[config.mk]
export PLATFORM = sky130hd
export DESIGN_NAME = cisc_alu_with_condition_codes
export DESIGN_NICKNAME = d
export VERILOG_FILES = /design/src/cca_pkg.sv /design/src/cca_div_pipe.sv /design/src/cisc_alu_with_condition_codes.sv
export SDC_FILE = /design/constraint.sdc
export NUM_CORES = 2
export LEC_CHECK = 0
export ABC_CLOCK_PERIOD_IN_PS = 125900
export BUFFER_PORTS_ARGS = -buffer_cell sky130_fd_sc_hd__buf_2
export CAP_MARGIN = 40
export CORE_UTILIZATION = 30
export CTS_BUF_LIST = sky130_fd_sc_hd__clkbuf_8 sky130_fd_sc_hd__clkbuf_16
export DETAILED_ROUTE_END_ITERATION = 10
export PLACE_DENSITY = 0.47
export SYNTH_ARGS = -nofsm -noshare
export SYNTH_HDL_FRONTEND = slang
export SYNTH_SLANG_ARGS = --single-unit
[constraint.sdc]
create_clock -name clk -period 125.9 [get_ports clk]
set_input_delay 25.18 -clock clk [delete_from_list [all_inputs] [get_ports clk]]
set_output_delay 25.18 -clock clk [all_outputs]
set_load 0.05 [all_outputs]
[src/cca_pkg.sv]
// ----------------------------------------------------------------------------
// cca_pkg
// Operation codes, fault codes, divider sizing and the side-band word that
// travels with each item through the divider pipeline.
// ----------------------------------------------------------------------------
package cca_pkg;

	localparam logic [3:0] OP_ADD  = 4'd0;
	localparam logic [3:0] OP_SUB  = 4'd1;
	localparam logic [3:0] OP_CMP  = 4'd2;
	localparam logic [3:0] OP_NEG  = 4'd3;
	localparam logic [3:0] OP_NEGX = 4'd4;
	localparam logic [3:0] OP_TST  = 4'd5;
	localparam logic [3:0] OP_MULU = 4'd6;
	localparam logic [3:0] OP_MULS = 4'd7;
	localparam logic [3:0] OP_ADDX = 4'd8;
	localparam logic [3:0] OP_SUBX = 4'd9;
	localparam logic [3:0] OP_ABCD = 4'd10;
	localparam logic [3:0] OP_SBCD = 4'd11;
	localparam logic [3:0] OP_NBCD = 4'd12;
	localparam logic [3:0] OP_DIVU = 4'd13;
	localparam logic [3:0] OP_DIVS = 4'd14;

	localparam logic [1:0] SZ_BYTE = 2'd0;
	localparam logic [1:0] SZ_WORD = 2'd1;
	localparam logic [1:0] SZ_LONG = 2'd2;

	localparam logic [1:0] FLT_OK   = 2'd0;
	localparam logic [1:0] FLT_DIV0 = 2'd1;
	localparam logic [1:0] FLT_OVF  = 2'd2;

	// flag bit positions: X N Z V C
	localparam int FX = 4;
	localparam int FN = 3;
	localparam int FZ = 2;
	localparam int FV = 1;
	localparam int FC = 0;

	// divider: 32 quotient bits, four per stage
	localparam int DIV_STAGES = 8;
	localparam int DIV_STEP   = 4;

	typedef struct packed {
		logic [3:0]  op;
		logic [31:0] alu_r;
		logic [4:0]  alu_f;
		logic        alu_wr;
		logic [4:0]  fin;
		logic        dneg;
		logic        sneg;
		logic        dv_zero;
	} cca_side_t;

endpackage

[src/cca_div_pipe.sv]
// ----------------------------------------------------------------------------
// cca_div_pipe
// Pipelined unsigned 32/16 restoring divider, four quotient bits per stage.
// A side-band word rides along with each item.
// ----------------------------------------------------------------------------
module cca_div_pipe (
	input  logic               clk,
	input  logic               arst_n,
	input  logic               en,
	input  logic               in_valid,
	input  logic [31:0]        dmag,
	input  logic [15:0]        smag,
	input  cca_pkg::cca_side_t side_in,
	output logic               out_valid,
	output logic [31:0]        quot,
	output logic [15:0]        rem,
	output cca_pkg::cca_side_t side_out
);
	import cca_pkg::*;

	logic      vld_s  [DIV_STAGES];
	logic [15:0] rem_s [DIV_STAGES];
	logic [31:0] dd_s  [DIV_STAGES];
	logic [15:0] sm_s  [DIV_STAGES];
	cca_side_t side_s  [DIV_STAGES];

	for (genvar g = 0; g < DIV_STAGES; g++) begin : g_stage
		logic        v_in;
		logic [15:0] r_in;
		logic [31:0] d_in;
		logic [15:0] s_in;
		cca_side_t   sd_in;
		logic [15:0] r_nx;
		logic [31:0] d_nx;

		// pick the previous stage or the entry ports
		if (g == 0) begin : g_first
			assign v_in  = in_valid;
			assign r_in  = 16'd0;
			assign d_in  = dmag;
			assign s_in  = smag;
			assign sd_in = side_in;
		end else begin : g_next
			assign v_in  = vld_s[g-1];
			assign r_in  = rem_s[g-1];
			assign d_in  = dd_s[g-1];
			assign s_in  = sm_s[g-1];
			assign sd_in = side_s[g-1];
		end

		// shift, trial subtract, restore
		always_comb begin
			logic [16:0] t;
			logic        qb;
			r_nx = r_in;
			d_nx = d_in;
			for (int j = 0; j < DIV_STEP; j++) begin
				t  = {r_nx, d_nx[31]};
				qb = (t >= {1'b0, s_in});
				r_nx = qb ? 16'(t - {1'b0, s_in}) : t[15:0];
				d_nx = {d_nx[30:0], qb};
			end
		end

		// advance stage
		always_ff @(posedge clk or negedge arst_n) begin
			if (!arst_n) begin
				vld_s[g] <= 1'b0;
			end else if (en) begin
				vld_s[g] <= v_in;
			end
		end

		always_ff @(posedge clk) begin
			if (en) begin
				rem_s[g]  <= r_nx;
				dd_s[g]   <= d_nx;
				sm_s[g]   <= s_in;
				side_s[g] <= sd_in;
			end
		end
	end

	assign out_valid = vld_s[DIV_STAGES-1];
	assign quot      = dd_s[DIV_STAGES-1];
	assign rem       = rem_s[DIV_STAGES-1];
	assign side_out  = side_s[DIV_STAGES-1];

`ifndef SYNTH
	a_last_follows: assert property (@(posedge clk) disable iff (!arst_n)
		en |=> (vld_s[DIV_STAGES-1] == $past(vld_s[DIV_STAGES-2])))
		else $error("divider valid lost between stages");
	a_hold: assert property (@(posedge clk) disable iff (!arst_n)
		!en |=> $stable(dd_s[DIV_STAGES-1]) && $stable(vld_s[DIV_STAGES-1]))
		else $error("divider advanced while stalled");
	a_rem_bound: assert property (@(posedge clk) disable iff (!arst_n)
		vld_s[0] && sm_s[0] != 16'd0 |-> rem_s[0] < sm_s[0])
		else $error("partial remainder not below divisor");
`endif

endmodule

[src/cisc_alu_with_condition_codes.sv]
// ----------------------------------------------------------------------------
// cisc_alu_with_condition_codes
// 68000-style ALU with X/N/Z/V/C flags, 16x16 multiply, BCD and 32/16 divide.
// ----------------------------------------------------------------------------
// Pipeline: an accepted input word passes through ten registers before result valid
//   (entry stage, eight divider stages of four quotient bits, output).
// Throughput: one word per cycle; the whole pipeline holds on output stall.
// Reset: arst_n clears all valid bits at once; payload registers keep junk.
module cisc_alu_with_condition_codes (
	input  logic        clk,
	input  logic        arst_n,
	input  logic        in_valid,
	output logic        in_ready,
	input  logic [3:0]  operation,
	input  logic [1:0]  size_code,
	input  logic [31:0] source_operand,
	input  logic [31:0] dest_operand,
	input  logic [4:0]  flags_in,
	output logic        out_valid,
	input  logic        out_ready,
	output logic [31:0] result_value,
	output logic [4:0]  flags_out,
	output logic        writes_result,
	output logic [1:0]  fault_status
);
	import cca_pkg::*;

	logic        en;
	logic        valid_q;
	logic [31:0] r_q;
	logic [4:0]  f_q;
	logic        wr_q;
	logic [1:0]  flt_q;

	assign en       = !valid_q || out_ready;
	assign in_ready = en;

	// ALU work in the entry stage
	cca_side_t   side_c;
	logic [31:0] dmag_c;
	logic [15:0] smag_c;

	always_comb begin
		logic [31:0] mask, msb, sm, dm, r, ss, ds;
		logic [32:0] wide;
		logic        xin, bin, cy, n, v, zs;
		logic [31:0] prod_u;
		logic signed [31:0] prod_s;
		logic [9:0]  lo, hi;
		logic [7:0]  bs, bd, br;
		logic        bcy;
		logic [15:0] dv;

		case (size_code)
			SZ_BYTE: mask = 32'h0000_00FF;
			SZ_WORD: mask = 32'h0000_FFFF;
			default: mask = 32'hFFFF_FFFF;
		endcase
		msb = mask ^ (mask >> 1);
		xin = flags_in[FX];

		// shared subtract d - s - bin
		if (operation == OP_NEG || operation == OP_NEGX) begin
			ss = dest_operand;
			ds = 32'd0;
		end else begin
			ss = source_operand;
			ds = dest_operand;
		end
		bin = (operation == OP_NEGX || operation == OP_SUBX) ? xin : 1'b0;

		if (operation == OP_ADD || operation == OP_ADDX) begin
			sm   = source_operand & mask;
			dm   = dest_operand & mask;
			wide = {1'b0, dm} + {1'b0, sm} + {32'd0, bin | (operation == OP_ADDX && xin)};
			r    = wide[31:0] & mask;
			cy   = |(wide & ~{1'b0, mask});
			v    = |(~(source_operand ^ dest_operand) & (source_operand ^ r) & msb);
		end else begin
			sm   = ss & mask;
			dm   = ds & mask;
			wide = {1'b0, sm} + {32'd0, bin};
			r    = (dm - sm - {31'd0, bin}) & mask;
			cy   = wide > {1'b0, dm};
			v    = |((ss ^ ds) & (ds ^ r) & msb);
		end
		n  = |(r & msb);
		zs = (r != 32'd0) ? 1'b0 : flags_in[FZ];

		prod_u = 32'(source_operand[15:0] * dest_operand[15:0]);
		prod_s = $signed(source_operand[15:0]) * $signed(dest_operand[15:0]);

		// BCD digit arithmetic
		bd = (operation == OP_NBCD) ? 8'd0 : dest_operand[7:0];
		bs = (operation == OP_NBCD) ? dest_operand[7:0] : source_operand[7:0];
		bcy = 1'b0;
		if (operation == OP_ABCD) begin
			lo = {6'd0, bd[3:0]} + {6'd0, bs[3:0]} + {9'd0, xin};
			hi = {2'd0, bd & 8'hF0} + {2'd0, bs & 8'hF0};
			if (lo > 10'd9) lo = lo + 10'd6;
			hi = hi + (lo & 10'h0F0);
			if (hi > 10'h090) begin
				hi  = hi + 10'h060;
				bcy = 1'b1;
			end
		end else begin
			lo = {6'd0, bd[3:0]} - {6'd0, bs[3:0]} - {9'd0, xin};
			hi = {2'd0, bd & 8'hF0} - {2'd0, bs & 8'hF0};
			if (lo[9]) begin
				lo = lo + 10'd10;
				hi = hi - 10'h010;
			end
			if (hi[9]) begin
				hi  = hi + 10'h0A0;
				bcy = 1'b1;
			end
		end
		br = {hi[7:4], lo[3:0]};

		side_c.op      = operation;
		side_c.fin     = flags_in;
		side_c.alu_wr  = 1'b1;
		side_c.alu_r   = r;
		side_c.alu_f   = {cy, n, r == 32'd0, v, cy};
		case (operation)
			OP_ADD, OP_SUB, OP_NEG: ;
			OP_CMP: begin
				side_c.alu_f[FX] = xin;
				side_c.alu_wr    = 1'b0;
			end
			OP_NEGX, OP_ADDX, OP_SUBX: side_c.alu_f[FZ] = zs;
			OP_TST: begin
				side_c.alu_r  = dest_operand & mask;
				side_c.alu_f  = {xin, |(dest_operand & msb),
					(dest_operand & mask) == 32'd0, 2'b00};
				side_c.alu_wr = 1'b0;
			end
			OP_MULU: begin
				side_c.alu_r = prod_u;
				side_c.alu_f = {xin, prod_u[31], prod_u == 32'd0, 2'b00};
			end
			OP_MULS: begin
				side_c.alu_r = prod_s;
				side_c.alu_f = {xin, prod_s[31], prod_s == 32'sd0, 2'b00};
			end
			OP_ABCD, OP_SBCD, OP_NBCD: begin
				side_c.alu_r = {24'd0, br};
				side_c.alu_f = {bcy, 1'b0,
					(br != 8'd0) ? 1'b0 : flags_in[FZ], 1'b0, bcy};
			end
			OP_DIVU, OP_DIVS: ;
			default: begin
				side_c.alu_r  = 32'd0;
				side_c.alu_f  = flags_in;
				side_c.alu_wr = 1'b0;
			end
		endcase

		// divider operand magnitudes
		dv             = source_operand[15:0];
		side_c.dv_zero = (dv == 16'd0);
		side_c.dneg    = (operation == OP_DIVS) && dest_operand[31];
		side_c.sneg    = (operation == OP_DIVS) && dv[15];
		dmag_c         = side_c.dneg ? (32'd0 - dest_operand) : dest_operand;
		smag_c         = side_c.sneg ? (16'd0 - dv) : dv;
	end

	// entry stage register
	logic        valid_s1;
	cca_side_t   side_s1;
	logic [31:0] dmag_s1;
	logic [15:0] smag_s1;

	always_ff @(posedge clk or negedge arst_n) begin
		if (!arst_n) begin
			valid_s1 <= 1'b0;
		end else if (en) begin
			valid_s1 <= in_valid;
		end
	end

	always_ff @(posedge clk) begin
		if (en) begin
			side_s1 <= side_c;
			dmag_s1 <= dmag_c;
			smag_s1 <= smag_c;
		end
	end

	logic        dvalid;
	logic [31:0] dquot;
	logic [15:0] drem;
	cca_side_t   dside;

	cca_div_pipe u_div (
		.clk      (clk),
		.arst_n   (arst_n),
		.en       (en),
		.in_valid (valid_s1),
		.dmag     (dmag_s1),
		.smag     (smag_s1),
		.side_in  (side_s1),
		.out_valid(dvalid),
		.quot     (dquot),
		.rem      (drem),
		.side_out (dside)
	);

	// finish division and select the result
	logic [31:0] r_c;
	logic [4:0]  f_c;
	logic        wr_c;
	logic [1:0]  flt_c;

	always_comb begin
		logic        qneg, ovf;
		logic [31:0] q;
		logic [15:0] rm;
		qneg = dside.dneg ^ dside.sneg;
		if (dside.op == OP_DIVS) begin
			ovf = qneg ? (dquot > 32'd32768) : (dquot > 32'd32767);
			q   = qneg ? (32'd0 - dquot) : dquot;
			rm  = dside.dneg ? (16'd0 - drem) : drem;
		end else begin
			ovf = dquot[31:16] != 16'd0;
			q   = dquot;
			rm  = drem;
		end
		r_c   = dside.alu_r;
		f_c   = dside.alu_f;
		wr_c  = dside.alu_wr;
		flt_c = FLT_OK;
		if (dside.op == OP_DIVU || dside.op == OP_DIVS) begin
			if (dside.dv_zero) begin
				r_c   = 32'd0;
				f_c   = dside.fin;
				wr_c  = 1'b0;
				flt_c = FLT_DIV0;
			end else if (ovf) begin
				r_c   = 32'd0;
				f_c   = {dside.fin[FX], q[15], 1'b0, 1'b1, 1'b0};
				wr_c  = 1'b0;
				flt_c = FLT_OVF;
			end else begin
				r_c   = {rm, q[15:0]};
				f_c   = {dside.fin[FX], q[15], q[15:0] == 16'd0, 2'b00};
				wr_c  = 1'b1;
			end
		end
	end

	// output register
	always_ff @(posedge clk or negedge arst_n) begin
		if (!arst_n) begin
			valid_q <= 1'b0;
		end else if (en) begin
			valid_q <= dvalid;
		end
	end

	always_ff @(posedge clk) begin
		if (en) begin
			r_q   <= r_c;
			f_q   <= f_c;
			wr_q  <= wr_c;
			flt_q <= flt_c;
		end
	end

	assign out_valid     = valid_q;
	assign result_value  = r_q;
	assign flags_out     = f_q;
	assign writes_result = wr_q;
	assign fault_status  = flt_q;

`ifndef SYNTH
	a_fault_code: assert property (@(posedge clk) disable iff (!arst_n)
		valid_q |-> (flt_q != 2'd3))
		else $error("undefined fault code");
	a_fault_nowrite: assert property (@(posedge clk) disable iff (!arst_n)
		valid_q && flt_q != FLT_OK |-> !wr_q && r_q == 32'd0)
		else $error("faulted division writes a result");
	a_ovf_v: assert property (@(posedge clk) disable iff (!arst_n)
		valid_q && flt_q == FLT_OVF |-> f_q[FV] && !f_q[FZ] && !f_q[FC])
		else $error("quotient overflow flags wrong");
`endif

endmodule
==> flow_metrics.py <==
metrics = {
    "sta": {
        "hold_viol_final": 0,
        "timing.fmax_ghz": 0.0195,
        "period_share": 0.408,
        "layout_setup_ws_ns": 74.57,
        "setup_viol_count_final": 0,
        "relSlewSlack": 0.338,
        "fin_setup_tns_ns": 0,
        "rsz0062_at_grt": "false",
        "finClkSkew_ns": 0.0866,
        "period_minus_slack_ns": 51.33,
        "slew_violations": 0,
        "tightest_slew_ns": 0.981,
    },
    "finish": {
        "postLayoutCoreUtil": 0.335,
        "nets": 9800,
        "final_layout_size_suffix_gt1_frac": 0.0829,
        "fillers": 28600,
        "area_delta_synth_final_pct": 10.8,
        "layout_commonest_cell": "edfxtp_1",
        "final_cell_mix": "1034 x edfxtp_1, 940 x inv_1, 805 x ha_1, 572 x nand2_1, 553 x nor2_1",
    },
    "setup_path": {
        "cp.arrival_ns": 26.15,
        "critPathMaxFanout": 50,
        "worstSetupPathType": "in2out",
        "crit_path_end_kind": "primary output",
        "crit_top_cell": "buf_2",
        "crit_chain": "buf_2, nand2b_4, buf_2",
        "cp-start-kind": "input port",
        "cp_slowest_cell": "nand2b_4",
        "critPathRequiredTime_ns": 100.72,
        "cp_slowest_stage_delay_ns": 0.51,
    },
    "synth": {
        "netlist_area_um2": 85600,
        "synthFlopType": "edfxtp_1",
        "synth-seq-area-share": 0.366,
        "synth_area_leaders": "edfxtp_1 36%, ha_1 12%, fa_1 9.5%",
        "netlist-cell-type-count": 101,
        "synth_edf_count": 1034,
        "async_flop_share": 0.00958,
        "synth_area_per_cell_um2": 10.2,
        "synth_largest_area_cell": "edfxtp_1",
        "yosysWarnings": 0,
        "synth_top_area_frac": 0.363,
        "syn_nets": 9706,
        "yosys_register_bits": 1044,
        "syn_inst": 8414,
    },
    "grt": {
        "grt_pass1_wl_um": 368000,
        "antenna_found_initial": 20,
        "grt_use_total": 0.164,
        "first_global_vias": 62400,
        "grt.overflow.total": 0,
        "grt_max_degree": 174,
    },
    "placed_design": {
        "place_congestion": 0.917,
        "io_buffer_count": 120,
        "preCtsSetupSlack_ns": 74.53,
        "dp_hpwl_um": 191000,
    },
    "clocking": {
        "htree_levels": 3,
        "cts_tree": "yes",
        "cts_hold_buf": 0,
        "numCtsBuffers": 113,
        "cts_resized": 0,
        "clk_latency_ns": 0.76,
        "post_cts_buffers": 0,
        "cts_sinks": 1044,
        "ctsRootBufferMaster": "clkbuf_16",
        "clk_pin_slew_worst_paths_ns": 0.06,
        "clockBufferDepth": 3,
    },
    "floorplanning": {
        "die-area_um2": 288000,
        "row_count": 195,
        "start_util": 0.303,
        "chipWidth_um": 536,
        "core_um2": 283000,
        "die_h_um": 536,
        "io_pins": 121,
    },
    "run": {
        "cap_violations": 0,
    },
    "status": {
        "outcome": "complete, no violations",
    },
    "route": {
        "wl_um": 239000,
        "num_vias": 62200,
        "post_drt_wl_per_cell_um": 19.4,
        "via_per_inst": 5.04,
        "ant_nets": 0,
        "drt-initial-drc-count": 3914,
        "drc": 0,
        "dr.pass1.iters": 6,
    },
    "hold_path": {
        "hold_path_class": "reg2reg",
    },
}
## Yosys cell counts, types with 17 or more instances
cell,count
nand2_1,572
o221ai_1,17
a21boi_0,43
a2111oi_0,17
ha_1,805
a22oi_1,17
a221oi_1,21
a211o_1,20
a21o_1,175
buf_1,18
fa_1,408
o41ai_1,26
and2_1,302
o22ai_1,20
and3_1,46
nor2_1,554
nand3_1,156
nor2b_1,102
nor3_1,159
clkbuf_1,193
or4_1,17
o31a_1,18
xor2_1,178
a21oi_1,495
o21bai_1,71
o211ai_1,35
mux2_2,255
a31oi_1,50
o21a_1,77
nand2b_1,99
mux2i_1,71
inv_1,928
nand4_1,102
a211oi_1,36
a221o_1,27
xnor2_1,422
a31o_2,20
or3_1,65
nor4_1,49
edfxtp_1,1034
o21ai_0,408
o31ai_1,48
## area by class of cell
class / instances / area [um^2] / area share
Clock buffer: 113 / 2830 / 0.0298
Timing Repair Buffer: 200 / 1320 / 0.0139
Tap cell: 3743 / 4680 / 0.0494
Inverter: 937 / 3520 / 0.0371
Clock inverter: 102 / 1240 / 0.0131
Antenna cell: 9 / 22.5 / 0.000237
Multi-Input combinational cell: 6212 / 50000 / 0.527
Sequential cell: 1044 / 31300 / 0.330
## path summary, 6_finish.rpt
check / from / to / slack, ns / cells after the start
min in group asynchronous: arst_n / u_div.g_stage[4].v_in / 24.29 / 1
max reg2reg: u_div.sm_s[3][1] / u_div.rem_s[3][31] / 112.04 / 52
min reg2reg: u_div.side_s[2][0] / u_div.side_s[2][50] / 0.36 / 0
max in group asynchronous: arst_n / u_div.g_stage[1].v_in / 101.42 / 1
min: u_div.side_s[2][0] / u_div.side_s[2][50] / 0.36 / 0
max: out_ready / in_ready / 74.57 / 3
## metal layers
layer	vias up	GRT usage	wire (um)
li1	30200	-	-
met1	30600	0.224	112000
met2	1148	0.273	112000
met3	268	0.0140	8310
met4	6	0.0494	6620
met5	-	0	40
## registers in the layout, indices dropped and copies added (netlist names)
register            count
u_div.side_s          400
u_div.dd_s            256
u_div.rem_s           128
u_div.sm_s            112
side_s1                50
dmag_s1                32
result_value           32
smag_s1                16
u_div.g_stage.v_in      7
flags_out               5
fault_status            2
out_valid               1
u_div.out_valid         1
valid_s1                1
writes_result           1
## cells by family after synthesis
group | count (synthesis) | share of synthesized area
fa+ha+maj | 1213 | 0.213
compound gates | 1779 | 0.135
simple gates | 2292 | 0.132
xor+xnor | 600 | 0.0614
flops | 1044 | 0.366
mux | 328 | 0.0423
buf+inv | 1158 | 0.0512
## per-stage QoR
stage	std cells	hold WS [ns]	instance area [um^2]
after floorplan	8414	0.400	85600
after global placement	12100	0.401	90600
after detailed placement	12100	0.405	90800
after CTS	12400	0.351	94900
after global routing	12400	0.376	94900
final	12400	0.356	94900
## critical path, delay by kind of cell
family / cells / cell delay (ns)
buf+inv: 2 / 0.46
simple gates: 1 / 0.51
Power is left out: the tool's default activity adds up to more than one toggle a clock period on the data nets, which glitch-free logic cannot reach.
